### src/hw/rtl/pmdfr_pkg.sv
package pmdfr_pkg;

  localparam int BYTE_W    = 8;
  localparam int LEN_W     = 6;
  localparam int TICK_W    = 9;
  localparam int OUT_W     = 16;
  localparam int OUT_PAD_W = OUT_W - BYTE_W - LEN_W;

  localparam logic [BYTE_W-1:0] CH_PLUS     = 8'h2B;
  localparam logic [BYTE_W-1:0] CH_MINUS    = 8'h2D;
  localparam logic [TICK_W-1:0] TICK_MAX    = 9'd511;
  localparam logic [7:0]        LIMIT_RESET = 8'd1;

  // input kinds carried on in_tuser
  localparam logic KIND_BYTE = 1'b0;
  localparam logic KIND_TICK = 1'b1;

  typedef enum logic [1:0] {
    FR_IDLE,
    FR_PLUS1,
    FR_BODY,
    FR_MINUS1
  } framer_t;

  typedef enum logic [2:0] {
    C_WAIT,
    C_PUT2,
    C_EMIT_RD,
    C_EMIT_LD,
    C_EMIT_EMPTY
  } ctrl_state_t;

  typedef struct packed {
    logic take;          // latch the incoming byte
    logic tick;          // count one timer tick
    logic clr_ticks;     // a byte arrived
    logic idx_clear;     // frame opened
    logic wr_en;
    logic wr_minus;      // write '-' instead of a data byte
    logic wr_latched;    // write the latched byte
    logic rd_start;
    logic rd_next;
    logic out_load;
    logic out_empty;
  } cmd_t;

  typedef struct packed {
    logic is_plus;
    logic is_minus;
    logic ticks_over;
    logic idx_zero;
    logic rd_last;
    logic out_free;
  } status_t;

endpackage

### src/hw/rtl/pmdfr_ctrl.sv
module pmdfr_ctrl (
  input  logic              clk,
  input  logic              rst_n,
  input  logic              in_valid,
  input  logic              in_kind,
  output logic              in_ready,
  input  pmdfr_pkg::status_t sts,
  output pmdfr_pkg::cmd_t    cmd
);

  pmdfr_pkg::ctrl_state_t state_r, state_nxt;
  pmdfr_pkg::framer_t     framer_r, framer_nxt;
  logic                   accept;

  assign in_ready = (state_r == pmdfr_pkg::C_WAIT);
  assign accept   = in_valid && in_ready;

  always_ff @(posedge clk) begin
    if (!rst_n) begin
      state_r  <= pmdfr_pkg::C_WAIT;
      framer_r <= pmdfr_pkg::FR_IDLE;
    end else begin
      state_r  <= state_nxt;
      framer_r <= framer_nxt;
    end
  end

  // next state of both the sequencer and the framer
  always_comb begin
    state_nxt  = state_r;
    framer_nxt = framer_r;
    case (state_r)
      pmdfr_pkg::C_WAIT: begin
        if (accept) begin
          if (in_kind == pmdfr_pkg::KIND_TICK) begin
            if (sts.ticks_over) framer_nxt = pmdfr_pkg::FR_IDLE;
          end else if (sts.is_plus) begin
            case (framer_r)
              pmdfr_pkg::FR_IDLE:   framer_nxt = pmdfr_pkg::FR_PLUS1;
              pmdfr_pkg::FR_PLUS1:  framer_nxt = pmdfr_pkg::FR_BODY;
              pmdfr_pkg::FR_BODY:   framer_nxt = pmdfr_pkg::FR_BODY;
              pmdfr_pkg::FR_MINUS1: begin
                framer_nxt = pmdfr_pkg::FR_BODY;
                state_nxt  = pmdfr_pkg::C_PUT2;
              end
              default: framer_nxt = pmdfr_pkg::FR_IDLE;
            endcase
          end else if (sts.is_minus) begin
            case (framer_r)
              pmdfr_pkg::FR_BODY: framer_nxt = pmdfr_pkg::FR_MINUS1;
              pmdfr_pkg::FR_MINUS1: begin
                framer_nxt = pmdfr_pkg::FR_IDLE;
                state_nxt  = sts.idx_zero ? pmdfr_pkg::C_EMIT_EMPTY : pmdfr_pkg::C_EMIT_RD;
              end
              default: framer_nxt = pmdfr_pkg::FR_BODY;
            endcase
          end else begin
            case (framer_r)
              pmdfr_pkg::FR_BODY: framer_nxt = pmdfr_pkg::FR_BODY;
              pmdfr_pkg::FR_MINUS1: begin
                framer_nxt = pmdfr_pkg::FR_BODY;
                state_nxt  = pmdfr_pkg::C_PUT2;
              end
              default: framer_nxt = pmdfr_pkg::FR_IDLE;
            endcase
          end
        end
      end
      pmdfr_pkg::C_PUT2:    state_nxt = pmdfr_pkg::C_WAIT;
      pmdfr_pkg::C_EMIT_RD: state_nxt = pmdfr_pkg::C_EMIT_LD;
      pmdfr_pkg::C_EMIT_LD: begin
        if (sts.out_free) begin
          state_nxt = sts.rd_last ? pmdfr_pkg::C_WAIT : pmdfr_pkg::C_EMIT_RD;
        end
      end
      pmdfr_pkg::C_EMIT_EMPTY: begin
        if (sts.out_free) state_nxt = pmdfr_pkg::C_WAIT;
      end
      default: state_nxt = pmdfr_pkg::C_WAIT;
    endcase
  end

  // datapath commands
  always_comb begin
    cmd = '0;
    case (state_r)
      pmdfr_pkg::C_WAIT: begin
        if (accept) begin
          cmd.take = 1'b1;
          if (in_kind == pmdfr_pkg::KIND_TICK) begin
            cmd.tick = 1'b1;
          end else begin
            cmd.clr_ticks = 1'b1;
            if (sts.is_plus && framer_r == pmdfr_pkg::FR_PLUS1) begin
              cmd.idx_clear = 1'b1;
            end else if (sts.is_minus) begin
              if (framer_r == pmdfr_pkg::FR_MINUS1) begin
                cmd.rd_start = 1'b1;
              end else if (framer_r != pmdfr_pkg::FR_BODY) begin
                cmd.wr_en    = 1'b1;
                cmd.wr_minus = 1'b1;
              end
            end else if (framer_r == pmdfr_pkg::FR_BODY) begin
              cmd.wr_en = 1'b1;
            end else if (framer_r == pmdfr_pkg::FR_MINUS1) begin
              // escaped '-' goes in first, the byte follows next cycle
              cmd.wr_en    = 1'b1;
              cmd.wr_minus = 1'b1;
            end
          end
        end
      end
      pmdfr_pkg::C_PUT2: begin
        cmd.wr_en      = 1'b1;
        cmd.wr_latched = 1'b1;
      end
      pmdfr_pkg::C_EMIT_LD: begin
        if (sts.out_free) begin
          cmd.out_load = 1'b1;
          cmd.rd_next  = 1'b1;
        end
      end
      pmdfr_pkg::C_EMIT_EMPTY: begin
        if (sts.out_free) begin
          cmd.out_load  = 1'b1;
          cmd.out_empty = 1'b1;
        end
      end
      default: cmd = '0;
    endcase
  end

endmodule

### src/hw/rtl/pmdfr_dpath.sv
module pmdfr_dpath #(
  parameter int BODY_DEPTH = 64
) (
  input  logic                          clk,
  input  logic                          rst_n,
  input  logic [pmdfr_pkg::BYTE_W-1:0]  rx_byte,
  input  logic                          cfg_wr_en,
  input  logic [7:0]                    cfg_wr_data,
  input  pmdfr_pkg::cmd_t               cmd,
  output pmdfr_pkg::status_t            sts,
  input  logic                          out_ready,
  output logic                          out_valid,
  output logic [pmdfr_pkg::BYTE_W-1:0]  out_byte,
  output logic [pmdfr_pkg::LEN_W-1:0]   out_len,
  output logic                          out_last,
  output logic                          out_empty
);

  localparam int IW = $clog2(BODY_DEPTH);
  localparam logic [IW-1:0] LAST_IDX = IW'(BODY_DEPTH - 1);

  logic [pmdfr_pkg::BYTE_W-1:0] mem [BODY_DEPTH];

  logic [IW-1:0]                idx_r, idx_nxt;
  logic [IW-1:0]                rd_k_r, rd_k_nxt;
  logic [pmdfr_pkg::TICK_W-1:0] ticks_r, ticks_nxt;
  logic [7:0]                   limit_r;
  logic                         out_valid_r;
  logic [pmdfr_pkg::BYTE_W-1:0] byte_r;
  logic [pmdfr_pkg::BYTE_W-1:0] rd_data_r;
  logic [pmdfr_pkg::BYTE_W-1:0] wr_data;
  logic [pmdfr_pkg::BYTE_W-1:0] out_byte_r;
  logic [pmdfr_pkg::LEN_W-1:0]  out_len_r;
  logic                         out_last_r;
  logic                         out_empty_r;

  always_comb begin
    if (cmd.wr_minus)        wr_data = pmdfr_pkg::CH_MINUS;
    else if (cmd.wr_latched) wr_data = byte_r;
    else                     wr_data = rx_byte;
  end

  always_comb begin
    idx_nxt = idx_r;
    if (cmd.idx_clear) begin
      idx_nxt = '0;
    end else if (cmd.wr_en && idx_r != LAST_IDX) begin
      idx_nxt = idx_r + IW'(1);   // final slot is overwritten once full
    end
  end

  always_comb begin
    ticks_nxt = ticks_r;
    if (cmd.clr_ticks) begin
      ticks_nxt = '0;
    end else if (cmd.tick && ticks_r != pmdfr_pkg::TICK_MAX) begin
      ticks_nxt = ticks_r + pmdfr_pkg::TICK_W'(1);
    end
  end

  always_comb begin
    rd_k_nxt = rd_k_r;
    if (cmd.rd_start)     rd_k_nxt = '0;
    else if (cmd.rd_next) rd_k_nxt = rd_k_r + IW'(1);
  end

  always_ff @(posedge clk) begin
    if (!rst_n) begin
      idx_r       <= '0;
      ticks_r     <= '0;
      limit_r     <= pmdfr_pkg::LIMIT_RESET;
      out_valid_r <= 1'b0;
    end else begin
      idx_r   <= idx_nxt;
      ticks_r <= ticks_nxt;
      if (cfg_wr_en) limit_r <= cfg_wr_data;
      if (cmd.out_load)     out_valid_r <= 1'b1;
      else if (out_ready)   out_valid_r <= 1'b0;
    end
  end

  always_ff @(posedge clk) begin
    rd_k_r <= rd_k_nxt;
    if (cmd.take) byte_r <= rx_byte;
    if (cmd.out_load) begin
      out_byte_r  <= cmd.out_empty ? '0 : rd_data_r;
      out_len_r   <= pmdfr_pkg::LEN_W'(idx_r);
      out_last_r  <= cmd.out_empty | sts.rd_last;
      out_empty_r <= cmd.out_empty;
    end
  end

  always_ff @(posedge clk) begin
    if (cmd.wr_en) mem[idx_r] <= wr_data;
    rd_data_r <= mem[rd_k_r];
  end

  assign sts.is_plus    = (rx_byte == pmdfr_pkg::CH_PLUS);
  assign sts.is_minus   = (rx_byte == pmdfr_pkg::CH_MINUS);
  assign sts.ticks_over = (ticks_r > {1'b0, limit_r});
  assign sts.idx_zero   = (idx_r == '0);
  assign sts.rd_last    = ((rd_k_r + IW'(1)) == idx_r);
  assign sts.out_free   = !out_valid_r || out_ready;

  assign out_valid = out_valid_r;
  assign out_byte  = out_byte_r;
  assign out_len   = out_len_r;
  assign out_last  = out_last_r;
  assign out_empty = out_empty_r;

endmodule

### src/hw/rtl/plus_minus_delimited_frame_receiver.sv
// channel   dir  tdata                                       tuser          tlast
// in_       in   [7:0] rx_byte                               cmd (1 = tick) -
// out_      out  [7:0] body_byte, [13:8] body_length, pad 0  empty_frame    last_of_frame
// cfg_      in   [7:0] idle_tick_limit (write only)          -              -
//
// a tick or most bytes are handled in C_WAIT alone; a byte after a lone '-' also
// needs C_PUT2, as the '-' and the byte are two writes to the body store's one write port
// closing "--" then walks the store, each body byte a registered read then an
// output load that waits out any out_ stall; an empty frame is one output load
// rst_n is synchronous; the body store is not cleared, the write index is
// in_tready stays low while a frame is being sent out
module plus_minus_delimited_frame_receiver #(
  parameter int BODY_DEPTH = 64
) (
  input  logic                        clk,
  input  logic                        rst_n,
  input  logic                        in_tvalid,
  output logic                        in_tready,
  input  logic [7:0]                  in_tdata,   // [7:0] rx_byte
  input  logic                        in_tuser,   // [0] cmd
  output logic                        out_tvalid,
  input  logic                        out_tready,
  output logic [pmdfr_pkg::OUT_W-1:0] out_tdata,  // [7:0] body_byte, [13:8] body_length
  output logic                        out_tuser,  // [0] empty_frame
  output logic                        out_tlast,
  input  logic                        cfg_wr_en,
  input  logic [7:0]                  cfg_wr_data
);

  pmdfr_pkg::cmd_t    cmd;
  pmdfr_pkg::status_t sts;
  logic [pmdfr_pkg::BYTE_W-1:0] out_byte;
  logic [pmdfr_pkg::LEN_W-1:0]  out_len;

  pmdfr_ctrl u_ctrl (
    .clk      (clk),
    .rst_n    (rst_n),
    .in_valid (in_tvalid),
    .in_kind  (in_tuser),
    .in_ready (in_tready),
    .sts      (sts),
    .cmd      (cmd)
  );

  pmdfr_dpath #(
    .BODY_DEPTH (BODY_DEPTH)
  ) u_dpath (
    .clk         (clk),
    .rst_n       (rst_n),
    .rx_byte     (in_tdata),
    .cfg_wr_en   (cfg_wr_en),
    .cfg_wr_data (cfg_wr_data),
    .cmd         (cmd),
    .sts         (sts),
    .out_ready   (out_tready),
    .out_valid   (out_tvalid),
    .out_byte    (out_byte),
    .out_len     (out_len),
    .out_last    (out_tlast),
    .out_empty   (out_tuser)
  );

  assign out_tdata = {{pmdfr_pkg::OUT_PAD_W{1'b0}}, out_len, out_byte};

endmodule

### config.mk
export PLATFORM = sky130hd
export DESIGN_NAME = plus_minus_delimited_frame_receiver
export DESIGN_NICKNAME = d
export VERILOG_FILES = /design/src/hw/rtl/pmdfr_pkg.sv /design/src/hw/rtl/pmdfr_ctrl.sv /design/src/hw/rtl/pmdfr_dpath.sv /design/src/hw/rtl/plus_minus_delimited_frame_receiver.sv
export SDC_FILE = /design/constraint.sdc
export NUM_CORES = 1
export LEC_CHECK = 0
export BUFFER_PORTS_ARGS = -buffer_cell sky130_fd_sc_hd__buf_4
export CELL_PAD_IN_SITES_DETAIL_PLACEMENT = 1
export CELL_PAD_IN_SITES_GLOBAL_PLACEMENT = 2
export CORE_MARGIN = 4
export CORE_UTILIZATION = 49
export DETAILED_ROUTE_END_ITERATION = 16
export PLACE_DENSITY = 0.85
export SLEW_MARGIN = 5
export SYNTH_ARGS = -nofsm -noshare
export SYNTH_HDL_FRONTEND = slang
export SYNTH_HIERARCHICAL = 1
export SYNTH_SLANG_ARGS = --single-unit
### constraint.sdc
create_clock -name clk -period 5.7 [get_ports clk]
set_input_delay 1.14 -clock clk [delete_from_list [all_inputs] [get_ports clk]]
set_output_delay 1.14 -clock clk [all_outputs]
set_load 0.005 [all_outputs]
==> results.toml <==
[clocking]
cts_made_buffers = 56
ctsHoldBuffers = 0
clkTransAtPathRegs_ns = 0.06
cts_resized = 0
cts_tree = "built"
h-tree-depth = 2
cts_setup_buffers = 0
cts_sinks = 579
clock_path_buffers = 3
cts-root-buf = "clkbuf_16"
clock_latency_ns = 0.61

[synthesis]
ys_seq_elements = 579
synth_ff_type = "edfxtp_1"
synth_cell_type_count = 57
synth_edf_count = 536
async_flop_share_pct = 0
yosysSeqAreaShare_pct = 73.37
syn-cell-area_um2 = 23110
ys_warn_count = 6
postSynthCellCount = 1227
syn_avg_cell_area_um2 = 18.84

[placed_design]
post-dp-hpwl_um = 35630
globalplace.congestion = 0.8304
place_area_um2 = 24080
port_buffers = 39

[critical_path]
cp.arrival_ns = 4.62
crit_fanout = 11
r2r_cells = 7
crit_family = "simple AND/OR/NAND/NOR gates"
path_class = "in2reg"
cp.depth = 11
path_cells = "buf_4 > nor4bb_1 > nand3b_1 > nor3b_1 > nor2b_1 > a21oi_1 > o21bai_1 > buf_4 > nor2b_1 > nand2_1 > nor2_1"
r2r-start = "u_ctrl/state_r[0]$_SDFFE_PN0P_"
worstSetupEndpointType = "register"
start_kind = "input port"
cp_slowest_stage_delay_ns = 0.79
cp-startpoint = "in_tdata[4]"
crit_buf_inv = 2
slowest_stage = "nor2_1"
cp.required_ns = 5.94

[drt]
drtIter0Drc = 1404
wl_per_cell_um = 29.68
drt-total-wl_um = 57560
drt-pass1-iter-count = 5
avgViaCountPerCell = 6.205
postRouteAntennaNets = 0
vias = 12030
drc = 0

[grt]
globalRouteOverflowTotal = 0
grt_pass1_wl_um = 85700
grt_max_degree = 65
grt_pass1_vias = 12550
antenna_found_initial = 0
track_usage_pct = 23.10

[timing]
setup_tns_ns = 0
period_needed_ns = 4.383
hold_ws_ns = 0.5141
fin_crit_sh_pct = 76.89
drv_slew = 0
rsz0062_at_grt = "false"
hold_viol = 0
fmaxAchievable_mhz = 228.2
tightestPinTransition_ns = 1.074
fin_worst_skew_ns = 0.02353
slew_headroom_pct = 28.38
setup_viol = 0

[hold_path]
hold_path.class = "reg2reg"
hold_depth = 2
min-delay-start = "u_dpath/limit_r[0]$_SDFFE_PN1P_"

[layout]
fin_area_um2 = 26020
num-nets-final = 1319
utilization_pct = 55.90
multiInputGateArea_um2 = 5729
layout.area.seq_um2 = 16970
fill_cells = 4062
layout-drive-gt1-share_pct = 22.00
area_delta_synth_final_pct = 12.60
diodes = 0

[status]
status = "finished clean"

[floorplanning]
chipHeight_um = 225.2
initial_core_util_pct = 49.64
num_io_pins = 42
die_x_um = 225.2
dieArea_um2 = 50700
fp-row-count = 79
core-area_um2 = 46560

[job]
drv_cap = 0

[pwr]
ir_drop_uv = 256.5
cellPowerDensity_nw_per_um2 = 332.7
power_mw = 8.658
leakagePower_nw = 8.061
-- final timing paths --
path                                                   endpoint  slack [ns]
worst min register to register  u_dpath/limit_r[0]$_SDFFE_PN1P_        0.51
worst min-delay path            u_dpath/limit_r[0]$_SDFFE_PN1P_        0.51
worst max register to register     u_dpath/mem[18][4]$_DFFE_PP_        2.42
worst max-delay path               u_dpath/mem[18][4]$_DFFE_PP_        1.32
-- cell families after synthesis --
| group | synth area share, % |
|---|---|
| AOI/OAI and AO/OA | 3.384 |
| xor gates and xnor gates | 0.7959 |
| adders and majority gates | 0.7038 |
| buffers and inverters | 2.079 |
| DFF | 73.37 |
| muxes | 14.40 |
| other | 0.01623 |
| and+or+nand+nor | 5.251 |
-- routing by layer --
| layer | share of wire (%) | GRT usage [%] |
|---|---|---|
| met5 | 0 | 0 |
| met1 | 40 | 32.51 |
| met2 | 47 | 36.10 |
| met4 | 3.3 | 8.211 |
| met3 | 8.8 | 5.367 |
-- power by group --
| part | internal (mW) | total [mW] | switching (mW) |
|---|---|---|---|
| sequential | 4.64 | 4.64 | 0.00381 |
| clock | 2.27 | 3.88 | 1.61 |
| combinational | 0.0327 | 0.132 | 0.0995 |
-- area by class of cell --
cell class	count	share of cell area [%]
Sequential cell	579	65.20
Multi-Input combinational cell	560	22.02
Clock buffer	64	5.501
Tap cell	607	2.919
Timing Repair Buffer	70	2.164
Clock inverter	42	1.952
Inverter	17	0.2452
-- cell usage after synthesis, drive strengths merged (3+ instances only) --
| library cell | n | area share, % |
|---|---|---|
| o311ai | 5 | 0.19 |
| xor2 | 9 | 0.34 |
| a211oi | 5 | 0.16 |
| nand2b | 13 | 0.35 |
| or3 | 4 | 0.11 |
| a22oi | 4 | 0.13 |
| clkbuf | 32 | 0.52 |
| edfxtp | 536 | 70 |
| nor2b | 33 | 0.89 |
| xnor2 | 12 | 0.45 |
| o221ai | 7 | 0.27 |
| inv | 17 | 0.28 |
| o211a | 5 | 0.22 |
| nand4b | 3 | 0.11 |
| a21oi | 16 | 0.35 |
| o22ai | 3 | 0.081 |
| o21ai | 20 | 0.43 |
| nor3 | 11 | 0.24 |
| a21boi | 3 | 0.097 |
| a31oi | 9 | 0.24 |
| nand4 | 9 | 0.24 |
| mux2i | 40 | 1.7 |
| and3 | 5 | 0.14 |
| o31ai | 3 | 0.097 |
| o21a | 3 | 0.097 |
| or2 | 3 | 0.081 |
| a221oi | 12 | 0.45 |
| nand2 | 29 | 0.47 |
| nand3b | 6 | 0.19 |
| nor3b | 5 | 0.16 |
| a211o | 4 | 0.15 |
| buf | 40 | 1.3 |
| mux4 | 128 | 13 |
| nand3 | 19 | 0.41 |
| nor2 | 100 | 1.6 |
| dfxtp | 43 | 3.7 |
| ha | 13 | 0.70 |
-- through the flow --
stage | instances | worst slack, ns
after floorplan | 1228 | 1.222
after global placement | 1833 | 0.8983
after detailed placement | 1833 | 0.7225
after CTS | 1939 | 1.351
after global routing | 1939 | 1.018
final | 1939 | 1.317
-- placed cells by master (no fill, tap or decap), drive strengths merged, types with 23 or more instances in the layout --
cell and n:
edfxtp 536, mux4 128, nor2 100, buf 70, clkbuf 64, dfxtp 43, mux2i 40, nor2b 33
nand2 29, clkinv 23
-- sequential cells by signal (all words and copies together), names as in the netlist, 2 cells and up --
signal	count
u_dpath/idx_r	6
u_dpath/limit_r	8
u_dpath/out_len	6
u_dpath/ticks_r	9
u_dpath/byte_r	8
u_dpath/rd_data_r	8
u_dpath/mem	512
u_dpath/out_byte	8
u_ctrl/framer_r	2
u_ctrl/state_r	3
u_dpath/rd_k_r	6
-- worst reg2reg max path, stage by stage (launching register included) --
cell and delay [ns]:
dfxtp_1 0.40, nor2_1 0.32, nand2_1 0.22, o21bai_1 0.20
buf_4 0.20, nor2b_1 0.28, nand2_1 0.49, nor2_1 0.80
(Power assumes the default switching activity.)
